<file path="src/hyph_pkg.sv">
// Shared types, constants and character classification for the syllable hyphenator.
package hyph_pkg;

   localparam int unsigned CHAR_W = 8;

   // Configuration register indexes.
   localparam logic CSR_HYPHEN = 1'b0;
   localparam logic CSR_SPACE  = 1'b1;

   localparam logic [CHAR_W-1:0] HYPHEN_RESET = 8'd45;
   localparam logic [CHAR_W-1:0] SPACE_RESET  = 8'd32;

   typedef enum logic [1:0] {
      CLS_GAP,
      CLS_VOWEL,
      CLS_CONS
   } cls_type;

   // One accepted item's worth of output: up to four text bytes, each
   // optionally followed by a hyphen.
   typedef struct packed {
      logic [3:0][CHAR_W-1:0] chars;
      logic [3:0]             hyph;
      logic [2:0]             cnt;
      logic                   eot;
   } load_type;

   function automatic logic is_vowel(input logic [CHAR_W-1:0] b);
      logic v;
      case (b)
         8'h61, 8'h65, 8'h69, 8'h6F, 8'h75,
         8'h41, 8'h45, 8'h49, 8'h4F, 8'h55,
         8'hFD, 8'hDD, 8'hF6, 8'hD6, 8'hFC, 8'hDC: v = 1'b1;
         default: v = 1'b0;
      endcase
      return v;
   endfunction

   function automatic cls_type char_class(input logic [CHAR_W-1:0] b,
                                          input logic [CHAR_W-1:0] space);
      cls_type c;
      if (b == space) begin
         c = CLS_GAP;
      end else if (is_vowel(b)) begin
         c = CLS_VOWEL;
      end else begin
         c = CLS_CONS;
      end
      return c;
   endfunction

   // Boundary offsets caused by a vowel at c0: bit k means a hyphen after c0+k.
   function automatic logic [2:0] judge(input cls_type c0, input cls_type c1,
                                        input cls_type c2, input cls_type c3);
      logic [2:0] r;
      r = 3'b000;
      if (c0 == CLS_VOWEL) begin
         if (c1 == CLS_VOWEL) begin
            r = 3'b001;
         end else if (c1 == CLS_CONS) begin
            if (c2 == CLS_VOWEL) begin
               r = 3'b001;
            end else if (c2 == CLS_CONS) begin
               if (c3 == CLS_VOWEL) begin
                  r = 3'b010;
               end else if (c3 == CLS_CONS) begin
                  r = 3'b100;
               end
            end
         end
      end
      return r;
   endfunction

endpackage

</file>
<file path="src/hyph_window.sv">
// Look-ahead window: holds pending bytes and marks, decides boundaries per item.
module hyph_window (
   input  logic                           clock,
   input  logic                           reset,
   input  logic                           accept,
   input  logic [hyph_pkg::CHAR_W-1:0]    in_char,
   input  logic                           end_of_text,
   input  logic [hyph_pkg::CHAR_W-1:0]    space_char,
   output hyph_pkg::load_type             load
);
   import hyph_pkg::*;

   logic [2:0][CHAR_W-1:0] win_ff, win_in;
   logic [1:0]             cnt_ff, cnt_in;
   logic [2:0]             marks_ff, marks_in;

   logic [3:0][CHAR_W-1:0] w;
   cls_type                c [7];
   logic [2:0]             m;
   logic [2:0]             j0, j1, j2, j3;
   logic [3:0]             mk;

   always_comb begin
      for (int p = 0; p < 3; p++) begin
         w[p] = (3'(p) < {1'b0, cnt_ff}) ? win_ff[p] : in_char;
      end
      w[3] = in_char;
      m = {1'b0, cnt_ff} + 3'd1;
      for (int p = 0; p < 4; p++) begin
         c[p] = (3'(p) < m) ? char_class(w[p], space_char) : CLS_GAP;
      end
      for (int p = 4; p < 7; p++) begin
         c[p] = CLS_GAP;
      end
   end

   assign j0 = judge(c[0], c[1], c[2], c[3]);
   assign j1 = judge(c[1], c[2], c[3], c[4]);
   assign j2 = judge(c[2], c[3], c[4], c[5]);
   assign j3 = judge(c[3], c[4], c[5], c[6]);

   always_comb begin
      mk = {1'b0, marks_ff} | {1'b0, j0};
      if (end_of_text) begin
         mk = mk | {j1, 1'b0} | {j2[1:0], 2'b00} | {j3[0], 3'b000};
         // No hyphen after the final byte of a text.
         mk[2'(m - 3'd1)] = 1'b0;
      end
   end

   always_comb begin
      load.chars = w;
      load.hyph  = mk;
      load.cnt   = 3'd0;
      load.eot   = end_of_text;
      win_in     = win_ff;
      cnt_in     = cnt_ff;
      marks_in   = marks_ff;
      if (end_of_text) begin
         load.cnt = m;
         cnt_in   = 2'd0;
         marks_in = 3'd0;
      end else if (m == 3'd4) begin
         load.cnt = 3'd1;
         win_in   = {w[3], w[2], w[1]};
         cnt_in   = 2'd3;
         marks_in = mk[3:1];
      end else begin
         win_in[cnt_ff] = in_char;
         cnt_in         = m[1:0];
      end
   end

   always_ff @(posedge clock) begin
      if (reset) begin
         cnt_ff   <= 2'd0;
         marks_ff <= 3'd0;
      end else if (accept) begin
         cnt_ff   <= cnt_in;
         marks_ff <= marks_in;
      end
   end

   always_ff @(posedge clock) begin
      if (accept) begin
         win_ff <= win_in;
      end
   end

endmodule

</file>
<file path="src/hyph_outbuf.sv">
// Result buffer: steps through one item's bytes and hyphens, one per cycle while rsp_tready is high.
module hyph_outbuf (
   input  logic                           clock,
   input  logic                           reset,
   input  logic                           load_en,
   input  hyph_pkg::load_type             load,
   input  logic [hyph_pkg::CHAR_W-1:0]    hyphen_char,
   output logic                           can_load,
   output logic                           rsp_tvalid,
   input  logic                           rsp_tready,
   output logic [hyph_pkg::CHAR_W-1:0]    rsp_tdata,
   output logic                           rsp_tlast
);
   import hyph_pkg::*;

   logic [3:0][CHAR_W-1:0] chars_ff;
   logic [3:0]             hyph_ff;
   logic [2:0]             cnt_ff;
   logic                   eot_ff;
   logic                   busy_ff, busy_in;
   logic [1:0]             idx_ff, idx_in;
   logic                   phase_ff, phase_in;

   logic at_last_byte, to_hyphen, final_beat, take;

   assign at_last_byte = ({1'b0, idx_ff} == (cnt_ff - 3'd1));
   assign to_hyphen    = !phase_ff && hyph_ff[idx_ff];
   assign take         = busy_ff && rsp_tready;
   assign final_beat   = take && at_last_byte && !to_hyphen;
   assign can_load     = !busy_ff || final_beat;

   assign rsp_tvalid = busy_ff;
   assign rsp_tdata  = phase_ff ? hyphen_char : chars_ff[idx_ff];
   assign rsp_tlast  = eot_ff && at_last_byte && !to_hyphen;

   always_comb begin
      busy_in  = busy_ff;
      idx_in   = idx_ff;
      phase_in = phase_ff;
      if (take) begin
         if (to_hyphen) begin
            phase_in = 1'b1;
         end else begin
            phase_in = 1'b0;
            idx_in   = idx_ff + 2'd1;
            if (at_last_byte) begin
               busy_in = 1'b0;
            end
         end
      end
      if (load_en) begin
         busy_in  = (load.cnt != 3'd0);
         idx_in   = 2'd0;
         phase_in = 1'b0;
      end
   end

   always_ff @(posedge clock) begin
      if (reset) begin
         busy_ff  <= 1'b0;
         idx_ff   <= 2'd0;
         phase_ff <= 1'b0;
      end else begin
         busy_ff  <= busy_in;
         idx_ff   <= idx_in;
         phase_ff <= phase_in;
      end
   end

   always_ff @(posedge clock) begin
      if (load_en) begin
         chars_ff <= load.chars;
         hyph_ff  <= load.hyph;
         cnt_ff   <= load.cnt;
         eot_ff   <= load.eot;
      end
   end

endmodule

</file>
<file path="src/turkish_syllable_hyphenator.sv">
// Top level: Turkish syllable hyphenator over a byte stream.
// The first result of an item, if it has any, is on rsp in the cycle after it is accepted.
// One result per cycle while rsp_tready is high; a byte with a hyphen after it gives two results,
// and an end-of-text item flushes up to four bytes and three hyphens.
// The next item is accepted in the cycle the previous item's last result is taken.
// Reset clears the window, the marks and the result buffer; hyphen is 45, space 32.
module turkish_syllable_hyphenator (
   input  logic                           clock,
   input  logic                           reset,
   input  logic                           req_tvalid,
   output logic                           req_tready,
   input  logic [7:0]                     req_tdata,   // [7:0] in_char
   input  logic                           req_tlast,   // end_of_text
   output logic                           rsp_tvalid,
   input  logic                           rsp_tready,
   output logic [7:0]                     rsp_tdata,   // [7:0] out_char
   output logic                           rsp_tlast,   // last_out
   input  logic                           csr_wr_en,
   input  logic                           csr_index,
   input  logic [7:0]                     csr_wdata
);
   import hyph_pkg::*;

   logic [CHAR_W-1:0] hyphen_ff, space_ff;
   logic              accept;
   load_type          load;

   assign accept = req_tvalid && req_tready;

   always_ff @(posedge clock) begin
      if (reset) begin
         hyphen_ff <= HYPHEN_RESET;
         space_ff  <= SPACE_RESET;
      end else if (csr_wr_en) begin
         case (csr_index)
            CSR_HYPHEN: hyphen_ff <= csr_wdata;
            CSR_SPACE:  space_ff  <= csr_wdata;
            default: ;
         endcase
      end
   end

   hyph_window u_window (
      .clock       (clock),
      .reset       (reset),
      .accept      (accept),
      .in_char     (req_tdata),
      .end_of_text (req_tlast),
      .space_char  (space_ff),
      .load        (load)
   );

   hyph_outbuf u_outbuf (
      .clock       (clock),
      .reset       (reset),
      .load_en     (accept),
      .load        (load),
      .hyphen_char (hyphen_ff),
      .can_load    (req_tready),
      .rsp_tvalid  (rsp_tvalid),
      .rsp_tready  (rsp_tready),
      .rsp_tdata   (rsp_tdata),
      .rsp_tlast   (rsp_tlast)
   );

endmodule

</file>
<file path="config.mk">
export PLATFORM = sky130hd
export DESIGN_NAME = turkish_syllable_hyphenator
export DESIGN_NICKNAME = d
export VERILOG_FILES = /design/src/hyph_pkg.sv /design/src/hyph_window.sv /design/src/hyph_outbuf.sv /design/src/turkish_syllable_hyphenator.sv
export SDC_FILE = /design/constraint.sdc
export NUM_CORES = 1
export LEC_CHECK = 0
export BUFFER_PORTS_ARGS = -buffer_cell sky130_fd_sc_hd__buf_2
export CORE_ASPECT_RATIO = 0.9
export CORE_MARGIN = 4
export CORE_UTILIZATION = 45
export CTS_BUF_LIST = sky130_fd_sc_hd__clkbuf_4 sky130_fd_sc_hd__clkbuf_8
export DETAILED_ROUTE_END_ITERATION = 8
export SYNTH_ARGS = -nofsm -noshare
export SYNTH_HDL_FRONTEND = slang
export SYNTH_HIERARCHICAL = 1
export SYNTH_SLANG_ARGS = --single-unit
</file>
<file path="constraint.sdc">
create_clock -name clock -period 6.6 [get_ports clock]
set_clock_uncertainty 0.15 [all_clocks]
set_input_delay 0.66 -clock clock [delete_from_list [all_inputs] [get_ports clock]]
set_output_delay 0.66 -clock clock [all_outputs]
set_load 0.01 [all_outputs]
</file>
======== After elaboration in Yosys (flattened, before gate mapping) ========
Cells that the tools add are included.
storage, ports and cells
  memory bits (writable) .................. 0
  word-level logic and storage cells ...... 205
  bits in read-only memories .............. 0
  register bits after elaboration ......... 89
  memories kept ........................... 0
  bits of input ports ..................... 23
  bits in latches ......................... 0
operators by class
  reduce and logical (&&, ||, !) cells .... 28
  equality and inequality tests ........... 78
  multiply operators ...................... 0
  shift operators ......................... 0
  magnitude comparators ................... 12
  div/mod/pow operators ................... 0
  add/subtract/negate cells ............... 4
  multiplexer cells ....................... 58
  bitwise gates (word level) .............. 8
operators with widths
  cell                                                  number
  equality test 8 x 7 -> 1 bit (second input constant)  40
  equality test 8 bit (second input constant)           24
  OR reduction 16 bit                                   4
  2-to-1 mux 8 bit                                      6
  2-to-1 mux 3 bit                                      13
  equality test 8 bit                                   4
  2-to-1 mux 2 bit                                      15
  bitwise mux 24 bit                                    1
  2-to-1 mux 24 bit                                     1
  2-to-1 mux 1 bit                                      17
  binary-select mux 8 bit (select 2 bit)                1
  demux 8 bit (select 2 bit)                            1
  AND reduction 2 bit                                   5
  logical AND 1 bit                                     9
  < comparator 2 x 3 -> 1 bit (second input constant)   3
  equality test 2 x 1 -> 1 bit (second input constant)  4
  bitwise OR 4 bit                                      2
  equality test 2 bit (second input constant)           3
  < comparator 1 x 3 -> 1 bit (first input constant)    2
  < comparator 2 x 3 -> 1 bit (first input constant)    2
  nonzero test 2 bit                                    3
  bitwise AND 4 bit                                     1
  >= comparator 2 x 1 -> 1 bit (second input constant)  2
  < comparator 1 x 2 -> 1 bit (first input constant)    2
  19 further kinds                                      23

======== Logic depth before layout (Yosys ltp) ========
  word-level depth ........................ 22
  gate-level depth with buffers ........... 13
  gate-level depth less buffers ........... 11

======== Hierarchy ========
The synthesis kept the hierarchy.
by module, submodules not included
  module                       cells an instance  times used  area an instance (µm²)
  hyph_window                  281                1           2552.4
  hyph_outbuf                  99                 1           1811.7
  turkish_syllable_hyphenator  69                 1           696.9

======== Worst setup path after synthesis ========
Ideal clock, no wire load.
  kind .................................... flip-flop to flip-flop
  start point ............................. register u_outbuf.cnt_ff[0]
  end point ............................... register u_window/win_ff[10] in the netlist's numbering (enable)
  clock period less this slack ............ 3983 ps
  arrival time ............................ 3462 ps
  cell stages (with the launch flop) ...... 10
  setup slack ............................. 2617 ps
  library setup time ...................... 371 ps
  data required time ...................... 6079 ps
  buffers on the path ..................... 0
  path through ............................ edfxtp_1 -> inv_1 -> ha_1 -> xor2_1 -> nand3_1 -> or3_1 -> o21ai_1 -> and2_1 -> nand2_1 -> nor2_1
between the ends
  longest elaborated chain between the ends .. 7
RTL lines
  what                            RTL line                           RTL
  start, declared                 hyph_outbuf.sv:18                  logic [2:0] cnt_ff;
  start signal, assigned          hyph_outbuf.sv:74                  cnt_ff <= load.cnt;
  subtractor 3 x 1 -> 3 bit       hyph_outbuf.sv:26                  assign at_last_byte = ({1'b0, idx_ff} == (cnt_ff - 3'd1));
  equality test 2 x 3 -> 1 bit    hyph_outbuf.sv:26
  logical AND 1 bit (2 in a row)  hyph_outbuf.sv:29                  assign final_beat = take && at_last_byte && !to_hyphen;
  logical OR 1 bit                hyph_outbuf.sv:30                  assign can_load = !busy_ff || final_beat;
  net req_tready                  turkish_syllable_hyphenator.sv:11  output logic req_tready,
  logical AND 1 bit               turkish_syllable_hyphenator.sv:28  assign accept = req_tvalid && req_tready;
  net accept                      turkish_syllable_hyphenator.sv:25  logic accept;
  AND reduction 2 bit (no line)   --
  end signal, assigned            hyph_window.sv:86                  win_ff <= win_in;
  end, declared                   hyph_window.sv:13                  logic [2:0][CHAR_W-1:0] win_ff, win_in;
The timed path passes the listed nets, and every way through them passes these cells.
A chain may end at the register's enable or synchronous reset.

==> out/qor.yml <==
final_layout:
  n_antenna_cell: 0
  postLayoutCellArea_um2: 5328
  fillers: 1039
  area_delta_synth_final_pct: 5.266
  area.sequential_um2: 2402
  multi_input_area_um2: 2292
  nets: 486
  layout-drive-gt1-share_pct: 20.92
grt:
  grt_pass1_vias: 3300
  antenna_found_initial: 0
  grt_usage_pct: 18.77
  grt_start_max_net_pins: 49
  grt-ovfl-total: 0
  grt_first_pass_wirelength_um: 18490
clock_network:
  cts.hold.buffers_added: 0
  cts-root-buf: "clkbuf_8"
  clockBufferDepth: 2
  cts_tree: "done"
  cts_repair_resize_count: 0
  clkLatencyLatePin_ns: 0.37
  clk_pin_slew_ns: 0.09
  htreeDepth: 3
  post_cts_buffers: 0
  clkSinkCount: 88
  numCtsBuffers: 9
setup_path:
  rrSetupSlack_ns: 2.84
  cp.required_ns: 6.66
  critPathMaxFanout: 22
  critPathArrivalTime_ns: 3.83
  critPathKind: "flop to flop"
  worstSetupEndpointType: "flop"
  r2r_start: "u_window/cnt_ff[1]$_SDFFE_PP0P_"
  start_kind: "flop"
  reg2regPathDepth: 9
  r2r_end: "u_outbuf/hyph_ff[0]$_DFFE_PP_"
detailed_routing:
  wl_um: 11660
  vias: 3346
  ant_nets: 0
  wl_per_cell_um: 19.09
  drc_errors: 0
  dr.pass1.iters: 5
  routed_via_density: 5.476
  dr.first_iter.drc_count: 294
min_path:
  hold_end: "hyphen_ff[1]$_SDFFE_PP0P_"
  whs_path_depth: 2
  hp-class: "flop to flop"
  hold_start: "hyphen_ff[1]$_SDFFE_PP0P_"
logic_synthesis:
  synth.top_cells.by_area: "edfxtp_1, dfxtp_1, mux2i_1"
  async_reset_ff_share_pct: 0
  synth_top_cell_by_area: "edfxtp_1"
  synthFlopType: "edfxtp_1"
  seq_area_frac_synth_pct: 47.47
  synth.distinct_cells: 66
  synth-edff-count: 64
  avgSynthCellArea_um2: 11.27
  ys_ff_latch: 88
  yosys_warnings: 6
  synth_top_area_share_pct: 37.97
  yosysMostFrequentCell: "edfxtp_1"
  syn_area_um2: 5061
  netlist_top_cells_count: "edfxtp_1, nor2_1, mux2i_1, nand2_1, xnor2_1"
  synthesis.nets: 481
  postSynthCellCount: 449
sta:
  finalHoldViolCount: 0
  grt_setup_unrepaired: "no"
  min_period_over_period_pct: 57.03
  tightestPinTransition_ns: 1.162
  slew_headroom_pct: 22.50
  period_minus_slack_ns: 3.764
  setup_viol: 0
  timing.final.max_slew_violations: 0
  fmax_mhz: 265.7
  setup_tns_ns: 0
power:
  leakage_nw: 1.911
  powerDensity_nw_per_um2: 224.8
  vdd_drop_max_mv: 0.1266
placement:
  post_dp_cell_area_um2: 5147
  place_hpwl_um: 8348
  gp_congestion: 0.9073
  io_buffers: 33
outcome:
  status: "complete, no violations"
floorplanning:
  die_height_um: 108.6
  dieWidth_um: 119.8
  initial_utilization_pct: 46.43
  die_area_um2: 13010
  top_level_ports: 34
  fp.coreArea_um2: 10900
  rows: 36
job:
  drv_cap: 0
==> area by class of cell <==
cell class | instances | area share, %
Sequential cell | 88 | 45.09
Multi-Input combinational cell | 297 | 43.02
Tap cell | 152 | 3.570
Timing Repair Buffer | 34 | 3.241
Clock buffer | 10 | 2.583
Inverter | 24 | 1.691
Clock inverter | 6 | 0.7985
==> through the flow <==
step | hold slack (ns) | power, mW | util (%) | std cells | worst slack, ns
floorplan | 0.2947 | 0.8083 | - | 449 | 2.617
global placement | 0.3094 | 0.8557 | 47.22 | 595 | 2.822
detailed placement | 0.3173 | 0.8589 | 47.22 | 595 | 2.787
CTS | 0.3360 | 1.211 | 48.88 | 611 | 2.766
global route | 0.3673 | 1.259 | 48.88 | 611 | 2.460
finish | 0.3329 | 1.198 | 48.88 | 611 | 2.836
==> registers in the layout (all words and copies together) (netlist names) <==
| name | flops |
|---|---|
| u_window/cnt_ff | 2 |
| u_outbuf/idx_ff | 2 |
| u_outbuf/eot_ff | 1 |
| u_window/win_ff | 24 |
| u_outbuf/rsp_tvalid | 1 |
| u_outbuf/cnt_ff | 3 |
| u_window/marks_ff | 2 |
| u_outbuf/hyph_ff | 4 |
| u_outbuf/phase_ff | 1 |
| space_ff | 8 |
| u_outbuf/chars_ff | 32 |
| hyphen_ff | 8 |
==> layout by cell type, fill, tap and decap left out, types with 4 or more instances in the layout <==
| cell | netlist | final |
|---|---|---|
| nand3_1 | 5 | 5 |
| nand2b_1 | 15 | 15 |
| mux4_2 | 8 | 8 |
| o21ai_0 | 13 | 13 |
| nor3_1 | 4 | 4 |
| nand4_1 | 5 | 5 |
| buf_2 | 6 | 33 |
| nor2_1 | 31 | 31 |
| a21bo_1 | 4 | 4 |
| xnor2_1 | 28 | 28 |
| mux2i_1 | 28 | 28 |
| nand2_1 | 28 | 28 |
| nor4_1 | 6 | 6 |
| mux2_2 | 15 | 15 |
| clkbuf_8 | 0 | 10 |
| xor2_1 | 7 | 7 |
| inv_1 | 23 | 23 |
| dfxtp_1 | 24 | 24 |
| and2_1 | 11 | 10 |
| mux2_4 | 4 | 4 |
| a21oi_1 | 25 | 25 |
| ha_1 | 9 | 9 |
| edfxtp_1 | 64 | 64 |
==> power breakdown <==
part | switching (mW) | internal [mW]
sequential | 0.0209 | 0.633
clock | 0.202 | 0.148
combinational | 0.113 | 0.0802
==> cell families (layout without fill, tap and decap cells) <==
group           after synthesis  after routing  synth area share (%)
flops                        88             88                 47.47
compound gates               70             70                 9.444
other cells                   1              1               0.07409
xor+xnor                     35             35                 6.057
mux                          56             56                 14.07
buf+inv                      64             74                 7.268
fa+ha+maj                     9              9                 2.225
simple gates                126            126                 13.40
==> worst max-delay path: stages (launching register included) <==
cell	delay, ns
dfxtp_1	0.91
inv_1	0.25
ha_1	0.48
mux2_4	0.43
a2111o_1	0.44
o211ai_2	0.08
a21bo_1	0.26
or3_4	0.34
a21oi_2	0.10
a2bb2oi_1	0.17
==> routing by layer <==
layer / vias up / GRT usage (%) / wire (um)
met1: 1629 / 25.88 / 5499
li1: 1589 / - / -
met3: 19 / 5.446 / 697
met5: - / 0 / 0
met4: 0 / 5.478 / 232
met2: 109 / 29.03 / 5235
==> worst max path at each step <==
stage / start / end / slack, ns / cells after the start
5_1_grt: u_outbuf/idx_ff[0]$_SDFFE_PP0P_ / u_window/win_ff[21]$_DFFE_PP_ / 2.46 / 8
2_1_floorplan: u_outbuf/cnt_ff[0]$_DFFE_PP_ / u_window/win_ff[10]$_DFFE_PP_ / 2.62 / 9
3_5_place_dp: u_outbuf/idx_ff[1]$_SDFFE_PP0P_ / u_window/win_ff[11]$_DFFE_PP_ / 2.79 / 8
3_3_place_gp: u_outbuf/idx_ff[1]$_SDFFE_PP0P_ / u_window/win_ff[11]$_DFFE_PP_ / 2.82 / 8
4_1_cts: u_outbuf/idx_ff[1]$_SDFFE_PP0P_ / u_window/win_ff[8]$_DFFE_PP_ / 2.77 / 8
6_report: u_window/cnt_ff[1]$_SDFFE_PP0P_ / u_outbuf/hyph_ff[0]$_DFFE_PP_ / 2.84 / 9
(Power assumes the default switching activity.)
